<file path="config.mk">
export PLATFORM = sky130hd
export DESIGN_NAME = quadrature_count_extend_and_rpm
export DESIGN_NICKNAME = d
export VERILOG_FILES = /design/src/hw/rtl/qcer_pkg.sv /design/src/hw/rtl/qcer_front.sv /design/src/hw/rtl/qcer_queue.sv /design/src/hw/rtl/qcer_back.sv /design/src/hw/rtl/quadrature_count_extend_and_rpm.sv
export SDC_FILE = /design/constraint.sdc
export NUM_CORES = 2
export LEC_CHECK = 0
export BUFFER_PORTS_ARGS = -buffer_cell sky130_fd_sc_hd__buf_2
export CORE_ASPECT_RATIO = 1.2
export CORE_UTILIZATION = 60
export CTS_CLUSTER_SIZE = 25
export DETAILED_ROUTE_END_ITERATION = 7
export MAX_ROUTING_LAYER = met4
export PLACE_DENSITY = 0.85
export SYNTH_ARGS = -nofsm -noshare
export SYNTH_HDL_FRONTEND = slang
export SYNTH_SLANG_ARGS = --single-unit
</file>
<file path="constraint.sdc">
create_clock -name clk -period 21.8 [get_ports clk]
set_input_delay 1.09 -clock clk [delete_from_list [all_inputs] [get_ports clk]]
set_output_delay 1.09 -clock clk [all_outputs]
set_load 0.01 [all_outputs]
</file>
<file path="src/hw/rtl/qcer_pkg.sv">
// Shared types and constants for the quadrature count extender and RPM unit.
package qcer_pkg;

    localparam int TOTAL_W     = 64;
    localparam int SPEED_W     = 48;
    localparam int RAW_W       = 16;
    localparam int TIME_W      = 32;
    localparam int CPR_W       = 16;
    localparam int DIVISOR_W   = CPR_W + TIME_W;
    localparam int CMD_W       = 2;
    localparam int CFG_INDEX_W = 1;
    localparam int CFG_DATA_W  = 16;
    localparam int QUEUE_DEPTH = 2;

    localparam logic [CPR_W-1:0] CPR_RESET     = 16'd1024;
    localparam logic [15:0]      MS_PER_MINUTE = 16'd60000;

    localparam logic [SPEED_W-1:0] SPEED_MAX_POS = {1'b0, {(SPEED_W-1){1'b1}}};
    localparam logic [SPEED_W-1:0] SPEED_MAX_NEG = {1'b1, {(SPEED_W-1){1'b0}}};

    // Request commands
    localparam logic [CMD_W-1:0] CMD_COUNT = 2'd0;
    localparam logic [CMD_W-1:0] CMD_SPEED = 2'd1;
    localparam logic [CMD_W-1:0] CMD_RESET = 2'd2;
    localparam logic [CMD_W-1:0] CMD_INIT  = 2'd3;

    // Configuration register indexes
    localparam logic [CFG_INDEX_W-1:0] CFG_COUNTS_PER_REV = 1'b0;
    localparam logic [CFG_INDEX_W-1:0] CFG_INVERT         = 1'b1;

    // Work handed from the front end to the back end
    typedef enum logic [1:0] {
        OP_PASS,
        OP_HELD,
        OP_CLEAR,
        OP_DIV
    } op_t;

    typedef struct packed {
        logic [CMD_W-1:0]  command;
        logic [RAW_W-1:0]  raw_count;
        logic [TIME_W-1:0] now_ms;
    } item_t;

    typedef struct packed {
        logic signed [TOTAL_W-1:0] total_count;
        logic signed [SPEED_W-1:0] speed_rpm;
        logic                      speed_held;
    } result_t;

    typedef struct packed {
        logic [CPR_W-1:0] counts_per_rev;
        logic             invert_direction;
    } cfg_t;

    typedef struct packed {
        op_t                  op;
        logic [TOTAL_W-1:0]   total;
        logic [TOTAL_W-1:0]   diff;
        logic [DIVISOR_W-1:0] divisor;
    } entry_t;

endpackage

</file>
<file path="src/hw/rtl/qcer_front.sv">
// Front end: extends the raw counter, tracks position and classifies each request.
module qcer_front #(
    parameter int RAW_BITS = 16
) (
    input  logic              clk,
    input  logic              rst_n,
    input  logic              item_valid,
    output logic              item_ready,
    input  qcer_pkg::item_t   item,
    input  qcer_pkg::cfg_t    cfg,
    output logic              push_valid,
    input  logic              push_ready,
    output qcer_pkg::entry_t  push_entry
);

    typedef enum logic [1:0] {
        F_IDLE,
        F_EXT,
        F_CLS,
        F_PUSH
    } front_state_t;

    front_state_t state_reg;

    logic [qcer_pkg::CMD_W-1:0]     cmd_reg;
    logic [RAW_BITS-1:0]            raw_reg;
    logic [qcer_pkg::TIME_W-1:0]    now_reg;
    logic [RAW_BITS-1:0]            prev_raw_reg;
    logic [qcer_pkg::TOTAL_W-1:0]   total_reg;
    logic [qcer_pkg::TOTAL_W-1:0]   last_total_reg;
    logic [qcer_pkg::TIME_W-1:0]    last_time_reg;
    logic [qcer_pkg::TIME_W-1:0]    dt_reg;
    qcer_pkg::entry_t               entry_reg;

    logic [31:0]                    raw_wide;
    logic [RAW_BITS-1:0]            raw_step;
    logic signed [RAW_BITS:0]       delta_fwd;
    logic signed [RAW_BITS:0]       delta_dir;
    logic [qcer_pkg::TOTAL_W-1:0]   delta_ext;
    logic [qcer_pkg::TOTAL_W-1:0]   total_next;
    logic [qcer_pkg::TIME_W-1:0]    dt_next;
    logic [qcer_pkg::TOTAL_W-1:0]   diff_next;
    logic [qcer_pkg::DIVISOR_W-1:0] divisor_next;

    assign raw_wide   = 32'(item.raw_count);
    assign raw_step   = raw_reg - prev_raw_reg;
    assign delta_fwd  = $signed({raw_step[RAW_BITS-1], raw_step});
    assign delta_dir  = cfg.invert_direction ? -delta_fwd : delta_fwd;
    assign delta_ext  = qcer_pkg::TOTAL_W'(delta_dir);
    assign total_next = total_reg + delta_ext;
    assign dt_next    = now_reg - last_time_reg;
    assign diff_next  = total_reg - last_total_reg;
    assign divisor_next = qcer_pkg::DIVISOR_W'(cfg.counts_per_rev)
                        * qcer_pkg::DIVISOR_W'(dt_reg);

    assign item_ready = (state_reg == F_IDLE);
    assign push_valid = (state_reg == F_PUSH);
    assign push_entry = entry_reg;

    always_ff @(posedge clk or negedge rst_n)
    begin
        if (!rst_n)
        begin
            state_reg      <= F_IDLE;
            cmd_reg        <= qcer_pkg::CMD_COUNT;
            raw_reg        <= '0;
            now_reg        <= '0;
            prev_raw_reg   <= '0;
            total_reg      <= '0;
            last_total_reg <= '0;
            last_time_reg  <= '0;
            dt_reg         <= '0;
            entry_reg      <= '0;
        end
        else
        begin
            case (state_reg)
                F_IDLE:
                begin
                    if (item_valid)
                    begin
                        cmd_reg   <= item.command;
                        raw_reg   <= raw_wide[RAW_BITS-1:0];
                        now_reg   <= item.now_ms;
                        state_reg <= F_EXT;
                    end
                end
                F_EXT:
                begin
                    total_reg    <= total_next;
                    prev_raw_reg <= raw_reg;
                    dt_reg       <= dt_next;
                    state_reg    <= F_CLS;
                end
                F_CLS:
                begin
                    entry_reg.diff    <= diff_next;
                    entry_reg.divisor <= divisor_next;
                    case (cmd_reg)
                        qcer_pkg::CMD_SPEED:
                        begin
                            entry_reg.total <= total_reg;
                            // zero elapsed time: keep speed state, report held speed
                            if (dt_reg == '0)
                            begin
                                entry_reg.op <= qcer_pkg::OP_HELD;
                            end
                            else
                            begin
                                entry_reg.op   <= qcer_pkg::OP_DIV;
                                last_time_reg  <= now_reg;
                                last_total_reg <= total_reg;
                            end
                        end
                        qcer_pkg::CMD_RESET:
                        begin
                            prev_raw_reg    <= '0;
                            total_reg       <= '0;
                            last_total_reg  <= '0;
                            entry_reg.total <= '0;
                            entry_reg.op    <= qcer_pkg::OP_PASS;
                        end
                        qcer_pkg::CMD_INIT:
                        begin
                            prev_raw_reg    <= '0;
                            total_reg       <= '0;
                            last_total_reg  <= '0;
                            last_time_reg   <= now_reg;
                            entry_reg.total <= '0;
                            entry_reg.op    <= qcer_pkg::OP_CLEAR;
                        end
                        default:
                        begin
                            entry_reg.total <= total_reg;
                            entry_reg.op    <= qcer_pkg::OP_PASS;
                        end
                    endcase
                    state_reg <= F_PUSH;
                end
                F_PUSH:
                begin
                    if (push_ready)
                    begin
                        state_reg <= F_IDLE;
                    end
                end
                default:
                begin
                    state_reg <= F_IDLE;
                end
            endcase
        end
    end

    // A reset or init request always hands on a zero position
    assert property (@(posedge clk) disable iff (!rst_n)
        (state_reg == F_PUSH
            && (cmd_reg == qcer_pkg::CMD_RESET || cmd_reg == qcer_pkg::CMD_INIT))
        |-> (entry_reg.total == '0 && total_reg == '0))
        else $error("reset request did not clear the position");

endmodule

</file>
<file path="src/hw/rtl/qcer_queue.sv">
// Short in-order queue between the front end and the back end.
module qcer_queue (
    input  logic              clk,
    input  logic              rst_n,
    input  logic              push_valid,
    output logic              push_ready,
    input  qcer_pkg::entry_t  push_entry,
    output logic              pop_valid,
    input  logic              pop_ready,
    output qcer_pkg::entry_t  pop_entry
);

    localparam int PTR_W = (qcer_pkg::QUEUE_DEPTH > 1) ? $clog2(qcer_pkg::QUEUE_DEPTH) : 1;
    localparam int CNT_W = $clog2(qcer_pkg::QUEUE_DEPTH + 1);
    localparam logic [PTR_W-1:0] PTR_LAST = PTR_W'(qcer_pkg::QUEUE_DEPTH - 1);
    localparam logic [CNT_W-1:0] CNT_FULL = CNT_W'(qcer_pkg::QUEUE_DEPTH);

    qcer_pkg::entry_t store_mem [qcer_pkg::QUEUE_DEPTH];
    qcer_pkg::entry_t head_reg;

    logic [PTR_W-1:0] wr_ptr_reg;
    logic [PTR_W-1:0] rd_ptr_reg;
    logic [PTR_W-1:0] rd_ptr_next;
    logic [CNT_W-1:0] count_reg;
    logic             do_push;
    logic             do_pop;

    assign push_ready  = (count_reg != CNT_FULL);
    assign pop_valid   = (count_reg != '0);
    assign pop_entry   = head_reg;
    assign do_push     = push_valid && push_ready;
    assign do_pop      = pop_valid && pop_ready;
    assign rd_ptr_next = do_pop ? ((rd_ptr_reg == PTR_LAST) ? '0 : rd_ptr_reg + 1'b1)
                                : rd_ptr_reg;

    always_ff @(posedge clk)
    begin
        if (do_push)
        begin
            store_mem[wr_ptr_reg] <= push_entry;
        end
        // a request pushed into an empty queue goes straight to the head
        if (do_push && wr_ptr_reg == rd_ptr_next)
        begin
            head_reg <= push_entry;
        end
        else
        begin
            head_reg <= store_mem[rd_ptr_next];
        end
    end

    always_ff @(posedge clk or negedge rst_n)
    begin
        if (!rst_n)
        begin
            wr_ptr_reg <= '0;
            rd_ptr_reg <= '0;
            count_reg  <= '0;
        end
        else
        begin
            if (do_push)
            begin
                wr_ptr_reg <= (wr_ptr_reg == PTR_LAST) ? '0 : wr_ptr_reg + 1'b1;
            end
            rd_ptr_reg <= rd_ptr_next;
            if (do_push && !do_pop)
            begin
                count_reg <= count_reg + 1'b1;
            end
            else if (do_pop && !do_push)
            begin
                count_reg <= count_reg - 1'b1;
            end
        end
    end

endmodule

</file>
<file path="src/hw/rtl/qcer_back.sv">
// Back end: computes RPM with a restoring divider and delivers results in order.
module qcer_back #(
    parameter int FRAC_BITS = 16
) (
    input  logic              clk,
    input  logic              rst_n,
    input  logic              pop_valid,
    output logic              pop_ready,
    input  qcer_pkg::entry_t  pop_entry,
    output logic              result_valid,
    input  logic              result_ready,
    output qcer_pkg::result_t result
);

    localparam int SPEED_W    = qcer_pkg::SPEED_W;
    localparam int PART_W     = 32 + 16;
    localparam int PROD_W     = qcer_pkg::TOTAL_W + 16;
    localparam int DIVIDEND_W = PROD_W + FRAC_BITS;
    localparam int HIGH_W     = DIVIDEND_W - SPEED_W;
    localparam int STEP_W     = $clog2(SPEED_W + 1);

    typedef enum logic [3:0] {
        B_IDLE,
        B_MAG,
        B_MUL_LO,
        B_MUL_HI,
        B_SUM,
        B_CHECK,
        B_DIV,
        B_FIN,
        B_EMIT
    } back_state_t;

    back_state_t state_reg;

    logic [qcer_pkg::TOTAL_W-1:0]   total_reg;
    logic [qcer_pkg::TOTAL_W-1:0]   diff_reg;
    logic [qcer_pkg::DIVISOR_W-1:0] divisor_reg;
    logic                           neg_reg;
    logic [PART_W-1:0]              plo_reg;
    logic [PART_W-1:0]              phi_reg;
    logic [PROD_W-1:0]              prod_reg;
    logic [SPEED_W-1:0]             rem_reg;
    logic [SPEED_W-1:0]             low_reg;
    logic [SPEED_W-1:0]             quot_reg;
    logic [STEP_W-1:0]              step_reg;
    logic [SPEED_W-1:0]             res_speed_reg;
    logic                           res_held_reg;
    logic [SPEED_W-1:0]             held_speed_reg;
    qcer_pkg::result_t              result_reg;
    logic                           result_valid_reg;

    logic [qcer_pkg::TOTAL_W-1:0]   mag_next;
    logic [PART_W-1:0]              mul_lo;
    logic [PART_W-1:0]              mul_hi;
    logic [PROD_W-1:0]              prod_next;
    logic [DIVIDEND_W-1:0]          dividend;
    logic [HIGH_W-1:0]              div_high;
    logic [SPEED_W-1:0]             div_low;
    logic                           high_ge;
    logic [SPEED_W:0]               trial;
    logic [SPEED_W:0]               trial_diff;
    logic                           trial_ge;
    logic [SPEED_W-1:0]             rem_step;
    logic [SPEED_W-1:0]             speed_fin;
    logic                           emit_go;

    assign mag_next  = diff_reg[qcer_pkg::TOTAL_W-1] ? -diff_reg : diff_reg;
    assign mul_lo    = PART_W'(diff_reg[31:0]) * PART_W'(qcer_pkg::MS_PER_MINUTE);
    assign mul_hi    = PART_W'(diff_reg[63:32]) * PART_W'(qcer_pkg::MS_PER_MINUTE);
    assign prod_next = PROD_W'(plo_reg) + {phi_reg, 32'b0};

    assign dividend  = DIVIDEND_W'(prod_reg) << FRAC_BITS;
    assign div_high  = dividend[DIVIDEND_W-1:SPEED_W];
    assign div_low   = dividend[SPEED_W-1:0];
    // high part at or above the divisor means the quotient overflows 48 bits
    assign high_ge   = (64'(div_high) >= 64'(divisor_reg));

    assign trial      = {rem_reg, low_reg[SPEED_W-1]};
    assign trial_diff = trial - {1'b0, divisor_reg};
    assign trial_ge   = (trial >= {1'b0, divisor_reg});
    assign rem_step   = trial_ge ? trial_diff[SPEED_W-1:0] : trial[SPEED_W-1:0];

    // hold until the output register is free
    assign emit_go = (state_reg == B_EMIT) && (!result_valid_reg || result_ready);

    always_comb
    begin
        if (neg_reg)
        begin
            speed_fin = (quot_reg > qcer_pkg::SPEED_MAX_NEG) ? qcer_pkg::SPEED_MAX_NEG
                                                             : -quot_reg;
        end
        else
        begin
            speed_fin = (quot_reg > qcer_pkg::SPEED_MAX_POS) ? qcer_pkg::SPEED_MAX_POS
                                                             : quot_reg;
        end
    end

    assign pop_ready    = (state_reg == B_IDLE);
    assign result_valid = result_valid_reg;
    assign result       = result_reg;

    always_ff @(posedge clk or negedge rst_n)
    begin
        if (!rst_n)
        begin
            state_reg        <= B_IDLE;
            total_reg        <= '0;
            diff_reg         <= '0;
            divisor_reg      <= '0;
            neg_reg          <= 1'b0;
            plo_reg          <= '0;
            phi_reg          <= '0;
            prod_reg         <= '0;
            rem_reg          <= '0;
            low_reg          <= '0;
            quot_reg         <= '0;
            step_reg         <= '0;
            res_speed_reg    <= '0;
            res_held_reg     <= 1'b0;
            held_speed_reg   <= '0;
            result_reg       <= '0;
            result_valid_reg <= 1'b0;
        end
        else
        begin
            if (emit_go)
            begin
                result_valid_reg <= 1'b1;
            end
            else if (result_valid_reg && result_ready)
            begin
                result_valid_reg <= 1'b0;
            end
            case (state_reg)
                B_IDLE:
                begin
                    if (pop_valid)
                    begin
                        total_reg    <= pop_entry.total;
                        diff_reg     <= pop_entry.diff;
                        divisor_reg  <= pop_entry.divisor;
                        case (pop_entry.op)
                            qcer_pkg::OP_DIV:
                            begin
                                res_held_reg <= 1'b0;
                                state_reg    <= B_MAG;
                            end
                            qcer_pkg::OP_HELD:
                            begin
                                res_speed_reg <= held_speed_reg;
                                res_held_reg  <= 1'b1;
                                state_reg     <= B_EMIT;
                            end
                            qcer_pkg::OP_CLEAR:
                            begin
                                res_speed_reg <= '0;
                                res_held_reg  <= 1'b0;
                                state_reg     <= B_EMIT;
                            end
                            default:
                            begin
                                res_speed_reg <= held_speed_reg;
                                res_held_reg  <= 1'b0;
                                state_reg     <= B_EMIT;
                            end
                        endcase
                    end
                end
                B_MAG:
                begin
                    neg_reg   <= diff_reg[qcer_pkg::TOTAL_W-1];
                    diff_reg  <= mag_next;
                    state_reg <= B_MUL_LO;
                end
                B_MUL_LO:
                begin
                    plo_reg   <= mul_lo;
                    state_reg <= B_MUL_HI;
                end
                B_MUL_HI:
                begin
                    phi_reg   <= mul_hi;
                    state_reg <= B_SUM;
                end
                B_SUM:
                begin
                    prod_reg  <= prod_next;
                    state_reg <= B_CHECK;
                end
                B_CHECK:
                begin
                    if (diff_reg == '0)
                    begin
                        res_speed_reg <= '0;
                        state_reg     <= B_EMIT;
                    end
                    else if (divisor_reg == '0 || high_ge)
                    begin
                        res_speed_reg <= neg_reg ? qcer_pkg::SPEED_MAX_NEG
                                                 : qcer_pkg::SPEED_MAX_POS;
                        state_reg     <= B_EMIT;
                    end
                    else
                    begin
                        rem_reg   <= SPEED_W'(div_high);
                        low_reg   <= div_low;
                        quot_reg  <= '0;
                        step_reg  <= STEP_W'(SPEED_W);
                        state_reg <= B_DIV;
                    end
                end
                B_DIV:
                begin
                    rem_reg  <= rem_step;
                    low_reg  <= {low_reg[SPEED_W-2:0], 1'b0};
                    quot_reg <= {quot_reg[SPEED_W-2:0], trial_ge};
                    step_reg <= step_reg - 1'b1;
                    if (step_reg == STEP_W'(1))
                    begin
                        state_reg <= B_FIN;
                    end
                end
                B_FIN:
                begin
                    res_speed_reg <= speed_fin;
                    state_reg     <= B_EMIT;
                end
                B_EMIT:
                begin
                    if (emit_go)
                    begin
                        result_reg.total_count <= total_reg;
                        result_reg.speed_rpm   <= res_speed_reg;
                        result_reg.speed_held  <= res_held_reg;
                        held_speed_reg         <= res_speed_reg;
                        state_reg              <= B_IDLE;
                    end
                end
                default:
                begin
                    state_reg <= B_IDLE;
                end
            endcase
        end
    end

    assert property (@(posedge clk) disable iff (!rst_n)
        (state_reg == B_DIV) |-> (rem_reg < divisor_reg))
        else $error("divider remainder not below divisor");

    assert property (@(posedge clk) disable iff (!rst_n)
        result_valid_reg |-> (result_reg.speed_rpm == held_speed_reg))
        else $error("waiting result disagrees with held speed");

    assert property (@(posedge clk) disable iff (!rst_n)
        (state_reg == B_CHECK && divisor_reg == '0 && diff_reg != '0)
        |=> (state_reg == B_EMIT
             && (res_speed_reg == qcer_pkg::SPEED_MAX_POS
                 || res_speed_reg == qcer_pkg::SPEED_MAX_NEG)))
        else $error("zero divisor did not saturate");

endmodule

</file>
<file path="src/hw/rtl/quadrature_count_extend_and_rpm.sv">
// Top level of the quadrature count extender with RPM speed measurement.
// Every request extends the raw encoder counter into a 64-bit signed position and
// returns one result, in request order. The front end takes a request, extends the
// count and classifies it, then hands it through a two-entry queue to the back end,
// so a new request is taken while the back end still works or a result waits to be
// taken. Count, reset, init and held-speed requests skip the back-end arithmetic; a
// speed request with nonzero elapsed time passes through the 48-step restoring
// divider that forms
// position change * 60000 * 2^FRAC_BITS / (counts_per_rev * dt), which is skipped
// when the position did not move or the quotient would overflow 48 bits.
// Configuration is taken every cycle and must be written only while no
// request is in flight.
module quadrature_count_extend_and_rpm #(
    parameter int RAW_BITS  = 16,
    parameter int FRAC_BITS = 16
) (
    input  logic                                clk,
    input  logic                                rst_n,
    input  logic                                item_valid,
    output logic                                item_ready,
    input  qcer_pkg::item_t                     item,
    output logic                                result_valid,
    input  logic                                result_ready,
    output qcer_pkg::result_t                   result,
    input  logic                                cfg_valid,
    output logic                                cfg_ready,
    input  logic [qcer_pkg::CFG_INDEX_W-1:0]    cfg_index,
    input  logic [qcer_pkg::CFG_DATA_W-1:0]     cfg_data
);

    qcer_pkg::cfg_t   cfg_reg;
    logic             push_valid;
    logic             push_ready;
    qcer_pkg::entry_t push_entry;
    logic             pop_valid;
    logic             pop_ready;
    qcer_pkg::entry_t pop_entry;

    assign cfg_ready = 1'b1;

    always_ff @(posedge clk or negedge rst_n)
    begin
        if (!rst_n)
        begin
            cfg_reg.counts_per_rev   <= qcer_pkg::CPR_RESET;
            cfg_reg.invert_direction <= 1'b0;
        end
        else if (cfg_valid && cfg_ready)
        begin
            case (cfg_index)
                qcer_pkg::CFG_COUNTS_PER_REV:
                begin
                    cfg_reg.counts_per_rev <= cfg_data[qcer_pkg::CPR_W-1:0];
                end
                qcer_pkg::CFG_INVERT:
                begin
                    cfg_reg.invert_direction <= cfg_data[0];
                end
                default:
                begin
                end
            endcase
        end
    end

    qcer_front #(
        .RAW_BITS (RAW_BITS)
    ) u_front (
        .clk        (clk),
        .rst_n      (rst_n),
        .item_valid (item_valid),
        .item_ready (item_ready),
        .item       (item),
        .cfg        (cfg_reg),
        .push_valid (push_valid),
        .push_ready (push_ready),
        .push_entry (push_entry)
    );

    qcer_queue u_queue (
        .clk        (clk),
        .rst_n      (rst_n),
        .push_valid (push_valid),
        .push_ready (push_ready),
        .push_entry (push_entry),
        .pop_valid  (pop_valid),
        .pop_ready  (pop_ready),
        .pop_entry  (pop_entry)
    );

    qcer_back #(
        .FRAC_BITS (FRAC_BITS)
    ) u_back (
        .clk          (clk),
        .rst_n        (rst_n),
        .pop_valid    (pop_valid),
        .pop_ready    (pop_ready),
        .pop_entry    (pop_entry),
        .result_valid (result_valid),
        .result_ready (result_ready),
        .result       (result)
    );

endmodule

</file>
# Yosys cells after proc, flatten, opt, wreduce, memory -nomap -nowiden
# Memories as Yosys holds them, arrays and structs flattened. A register that Yosys moved wholly into a read port is not among the register bits.
# Index checks and enable logic that the tools add are counted.
[totals]
regBits = 1119
ram_bits = 356
input_bits = 72
out_inout_bits = 116
word_cells = 187
mem_count = 1
[op_classes]
addsub = 14
multipliers = 3
n_lt_le_gt_ge = 4
n_eq_ne = 31
mux = 56
n_bitwise = 1
n_reduce_logical = 40
[mem_list]
columns = ["memory", "words", "width", "rd", "rd_ports_with_merged_regs", "write_ports", "line", "source"]
rows = [
  ["u_queue.store_mem", 2, 178, 1, 1, 1, "qcer_queue.sv:18", "qcer_pkg::entry_t store_mem [qcer_pkg::QUEUE_DEPTH];"],
]
[ops]
columns = ["operator", "n"]
rows = [
  ["2-to-1 mux 48 bit", 14],
  ["case mux 48 bit (2 select lines)", 4],
  ["case mux 64 bit (2 select lines)", 3],
  ["2-to-1 mux 64 bit", 4],
  ["case mux 66 bit (3 select lines)", 1],
  ["case mux 48 bit (3 select lines)", 1],
  ["multiplier 32 x 11 -> 43 bit, second input constant", 2],
  ["adder 48 x 80 -> 80 bit", 1],
  ["adder 64 bit", 1],
  ["logical NOT 64 bit", 1],
  ["negator 64 bit", 1],
  ["case mux 32 bit (2 select lines)", 1],
  ["subtractor 64 bit", 1],
  [">= comparator 49 x 48 -> 1 bit", 1],
  [">= comparator 48 bit", 1],
  ["> comparator 48 x 47 -> 1 bit, second input constant", 1],
  ["> comparator 48 bit, second input constant", 1],
  ["logical NOT 48 bit", 1],
  ["multiplier 16 x 32 -> 48 bit", 1],
  ["negator 48 bit", 1],
  ["subtractor 48 bit", 1],
  ["case mux 4 bit (9 select lines)", 1],
  ["logical NOT 32 bit", 1],
  ["2-to-1 mux 32 bit", 1],
  ["other kinds (38)", 103],
]

# Logic depth before layout (Yosys ltp)
[logic_depth]
word_depth = 6
depth_mapped = 28
mapped_depth_nobuf = 28

# Hierarchy
# From an unflattened synthesis, not the netlist that was laid out.
[unflattened]
cells_unflattened = 10137
area_unflattened_um2 = 102696.0
[modules_own_cells]
columns = ["mod", "n_inst", "cells_each", "area_per_inst_um2", "seq_area_each_um2"]
rows = [
  ["qcer_back", 1, 4984, 46090.5, 15865.2],
  ["qcer_front", 1, 4540, 42408.2, 10960.5],
  ["qcer_queue", 1, 573, 13481.7, 10810.4],
  ["quadrature_count_extend_and_rpm", 1, 40, 715.7, 426.7],
]

# Worst setup path after synthesis
# Ideal clock, no wire load.
[synth_path]
path_kind = "reg2reg"
start = "register u_front.state_reg[0]"
end = "memory u_queue.store_mem[0][0] (netlist bit), enable pin"
arrival_ps = 8033
t_required_ps = 21082
setup_slack_ps = 13049
path_stages_with_launch = 4
n_path_buf = 0
cell_sequence = "dfrtp_1 > ha_1 > nand2_1 > nor2_1"
[synth_via]
elab_chain_len = 4
[synth_rtl]
columns = ["element", "line", "source"]
rows = [
  ["from (decl)", "qcer_front.sv:23", "front_state_t state_reg;"],
  ["from (signal assigned)", "qcer_front.sv:64", "state_reg <= F_IDLE;"],
  ["from (signal assigned)", "qcer_front.sv:85", "state_reg <= F_EXT;"],
  ["from (signal assigned)", "qcer_front.sv:93", "state_reg <= F_CLS;"],
  ["== test 2 bit", "qcer_front.sv:57", "assign push_valid = (state_reg == F_PUSH);"],
  ["logical AND 1 bit", "qcer_queue.sv:31", "assign do_push = push_valid && push_ready;"],
  ["2-to-1 mux 1 bit", "qcer_queue.sv:38", "if (do_push)"],
  ["2-to-1 mux 1 bit (not written as such)", "qcer_queue.sv:40", "store_mem[wr_ptr_reg] <= push_entry;"],
  ["to (decl)", "qcer_queue.sv:18", ""],
]
# No other way between the ends.

# Worst setup path in the final report
[layout_path]
start = "register cfg_reg[16] (netlist bit)"
end = "register u_front.entry_reg, in the netlist u_front.push_entry[42]"
[layout_via]
elab_chain_len = 1
[layout_rtl]
columns = ["element", "line", "source"]
rows = [
  ["from (decl)", "quadrature_count_extend_and_rpm.sv:31", "qcer_pkg::cfg_t cfg_reg;"],
  ["multiplier 16 x 32 -> 48 bit", "qcer_front.sv:54", "* qcer_pkg::DIVISOR_W'(dt_reg);"],
  ["to (decl)", "qcer_front.sv:33", "qcer_pkg::entry_t entry_reg;"],
]
# No other way between the ends.
# A chain may end at the register's enable or synchronous reset.

==> metrics.md <==
| Metric | Value |
|---|---|
| Most frequent cell after synthesis | nand2_1 |
| WL/cell | 19.9 um |
| Hold Buf Count CTS | 0 |
| CP Data Arrival Time | 8880 ps |
| Final setup fails | 0 |
| Cell variety after synth | 99 |
| Routed WL | 243 mm |
| Clock Sinks | 1,450 |
| Post-Syn Area per Cell | 10.2 um2 |
| Synthesized instance count | 9,897 |
| Crit Path Max Fanout | 33 |
| Antenna Nets Post-Route | 0 |
| Max reg flops | 356 |
| Vias in the first global route | 75,000 |
| Synth area leader | dfrtp_1 |
| CTS resizes | 0 |
| Crit path top cell by count | fa_1 |
| Period minus WS final | 8180 ps |
| Share of cells above drive strength 1 | 9.47% |
| Port Buf Inserts | 186 |
| Reg area | 38,100 um2 |
| Initial Utilization | 60.6% |
| Synthesized flop and latch total | 1,450 |
| CP startpoint kind | flip-flop |
| Clk Latency, worst-skew pair | 870 ps |
| Mapped cell area | 101,000 um2 |
| Yosys top cell area share | 27.0% |
| Commonest cells post-synth | nand2_1 (1,187), inv_1 (1,137), dfrtp_1 (1,092) |
| Worst stage delay on the critical path | 1150 ps |
| Post-CTS Repair Setup Buffers | 0 |
| Initial antenna violation count | 5 |
| CTS tree | built |
| H-Tree Depth | 4 |
| Num CTS Buffers | 147 |
| Fin. max-slew vios | 0 |
| DP Cell Count | 11,900 |
| Area of the multi-input gates | 57,000 um2 |
| Clock slew at reported path FFs | 70 ps |
| DR vias/cell | 5.99 |
| Post-synthesis async set-or-reset flop share | 75.4% |
| Total GRT Usage | 29.8% |
| Synthesis-to-layout area growth | 7.70% |
| Die area | 170,000 um2 |
| Crit path capture type | flip-flop |
| Tightest Pin Transition | 1280 ps |
| Total negative slack | 0 ps |
| Outcome | completed |
| Die width | 377 um |
| RSZ-0062 raised after global routing | false |
| Skew final | 73.9 ps |
| Max-slew headroom | 14.6% |
| Cell row count | 164 |
| Syn Nets | 11,400 |
| Final worst path period share | 37.5% |
| First drt pass iteration count | 6 |
| Critical path's top delay family | adder cells |
| Hold WC Path Type | in2async |
| First-pass GRT wire length | 396 mm |
| Data required time at the worst endpoint | 22,510 ps |
| Clock buffer depth | 3 |
| Post-synth EDFFs | 356 |
| Highest-delay cell along the critical path | dfrtp_1 |
| WS Path Type | reg2reg |
| RD Place Congestion | 0.930 |
| Ys flop type | dfrtp_1 |
| Max Cap Violations | 0 |
| Drc violations | 0 |
| Io pins | 188 |
| CP Buf/Inv Count | 2 |
| Crit-path cells | and2_1, fa_1, fa_1, fa_1, fa_1, fa_1, inv_1, fa_1, inv_1, ha_1, and3_1, nand4_1, or4_1, a211oi_1, o311a_1, a311o_1, a21oi_1, o31a_1, o21ai_0, xor2_1, mux2_2 |
| Gr ovfl total | 0 |
| Clock root buffer | clkbuf_16 |
| Sequential fraction of the synthesis area | 37.7% |
| Nets@finish | 11,300 |
| Starting DRT DRC Count | 5,721 |
| Hpwl dp | 175 mm |
| Via count | 73,100 |
| Largest net degree at the start of global routing | 219 |
| Synth top area cells | dfrtp_1 (27%), fa_1 (14%), edfxtp_1 (11%) |
| Die height | 451 um |
| Core Area | 167,000 um2 |
| Finished Layout Cells | 12,200 |
| Fmax | 0.122 GHz |
| Fillers | 12,500 |
| YS warnings | 0 |
| Fin. Hold Viols | 0 |
## path summary, 6_finish.rpt
path                                        startpoint                       end  slack [ps]  depth (start not counted)
worst min-delay path                             rst_n        u_back.low_reg[27]         320                          1
worst min register to register  u_front.push_entry[27]  u_queue.store_mem[0][27]         420                          0
min in group clk                u_front.push_entry[27]  u_queue.store_mem[0][27]         420                          0
worst max register to register             cfg_reg[16]    u_front.push_entry[42]       13620                         21
worst max-delay path                       cfg_reg[16]    u_front.push_entry[42]       13620                         21
max in group asynchronous                        rst_n  u_front.last_time_reg[4]       17000                          6
## layout make-up
class / count / area share, %
multi-input cells: 6838 / 52.4
flip-flops and latches: 1450 / 35.0
inverters: 1139 / 3.94
clock buffers: 202 / 3.78
well taps: 2241 / 2.58
repair buffers: 260 / 1.39
clock inverters: 71 / 0.948
diodes: 4 / 0.00920
## placed cells by master, fill, tap and decap left out, types with 69 or more instances in the layout
| cell type | netlist | layout |
|---|---|---|
| nand2_1 | 1187 | 1182 |
| inv_1 | 1137 | 1136 |
| dfrtp_1 | 1092 | 1090 |
| fa_1 | 706 | 706 |
| ha_1 | 688 | 686 |
| o21ai_0 | 682 | 682 |
| a21oi_1 | 479 | 477 |
| mux2_2 | 373 | 373 |
| edfxtp_1 | 356 | 356 |
| nor2_1 | 253 | 249 |
| and2_1 | 247 | 246 |
| mux2i_1 | 242 | 241 |
| xnor2_1 | 237 | 237 |
| a21o_1 | 219 | 219 |
| buf_2 | 16 | 185 |
| nand3_1 | 165 | 164 |
| xor2_1 | 161 | 161 |
| clkbuf_16 | 0 | 149 |
| nor3_1 | 122 | 120 |
| a22o_1 | 82 | 82 |
| nand3b_1 | 77 | 77 |
| buf_4 | 13 | 73 |
| nand4_1 | 69 | 69 |
## per-layer routing
layer	vias to the layer above	GRT usage, %	part of all wire, %
met1	36400	38.7	42
li1	33500	-	-
met5	-	-	0
met2	2558	47.6	48
met3	588	4.09	6.0
met4	0	11.5	4.0
## through the flow
| stage | utilization [%] | worst slack [ps] | hold WS, ps | area (um2) |
|---|---|---|---|---|
| 2_1_floorplan | - | 13050 | 434 | 101000 |
| 3_3_place_gp | 62.1 | 13880 | 447 | 104000 |
| 3_5_place_dp | 62.1 | 13780 | 451 | 104000 |
| 4_1_cts | 65.2 | 13730 | 293 | 109000 |
| 5_1_grt | 65.2 | 13420 | 375 | 109000 |
| 6_report | 65.2 | 13620 | 323 | 109000 |
## worst register-to-register path, cell delays in order (launching register included)
cell,delay [ps]
dfrtp_1,1150
and2_1,290
fa_1,420
fa_1,530
fa_1,540
fa_1,520
fa_1,550
inv_1,60
fa_1,540
inv_1,50
ha_1,360
and3_1,240
nand4_1,130
or4_1,580
a211oi_1,520
o311a_1,280
a311o_1,180
a21oi_1,140
o31a_1,310
o21ai_0,280
xor2_1,130
mux2_2,280
## cells by family after synthesis
kind of cell	count (synthesis)	share of synthesized area, %
AND/OR/NAND/NOR	2413	11.3
buffers and inverters	1609	6.08
adder cells (fa/ha/maj)	1394	22.5
AO/OA/AOI/OAI	2017	12.5
flip-flops	1450	37.7
multiplexers	615	6.56
XOR/XNOR	398	3.45
other	1	0.00371
Power is left out: the tool's default activity adds up to more than one toggle a clock period on the data nets, which glitch-free logic cannot reach.
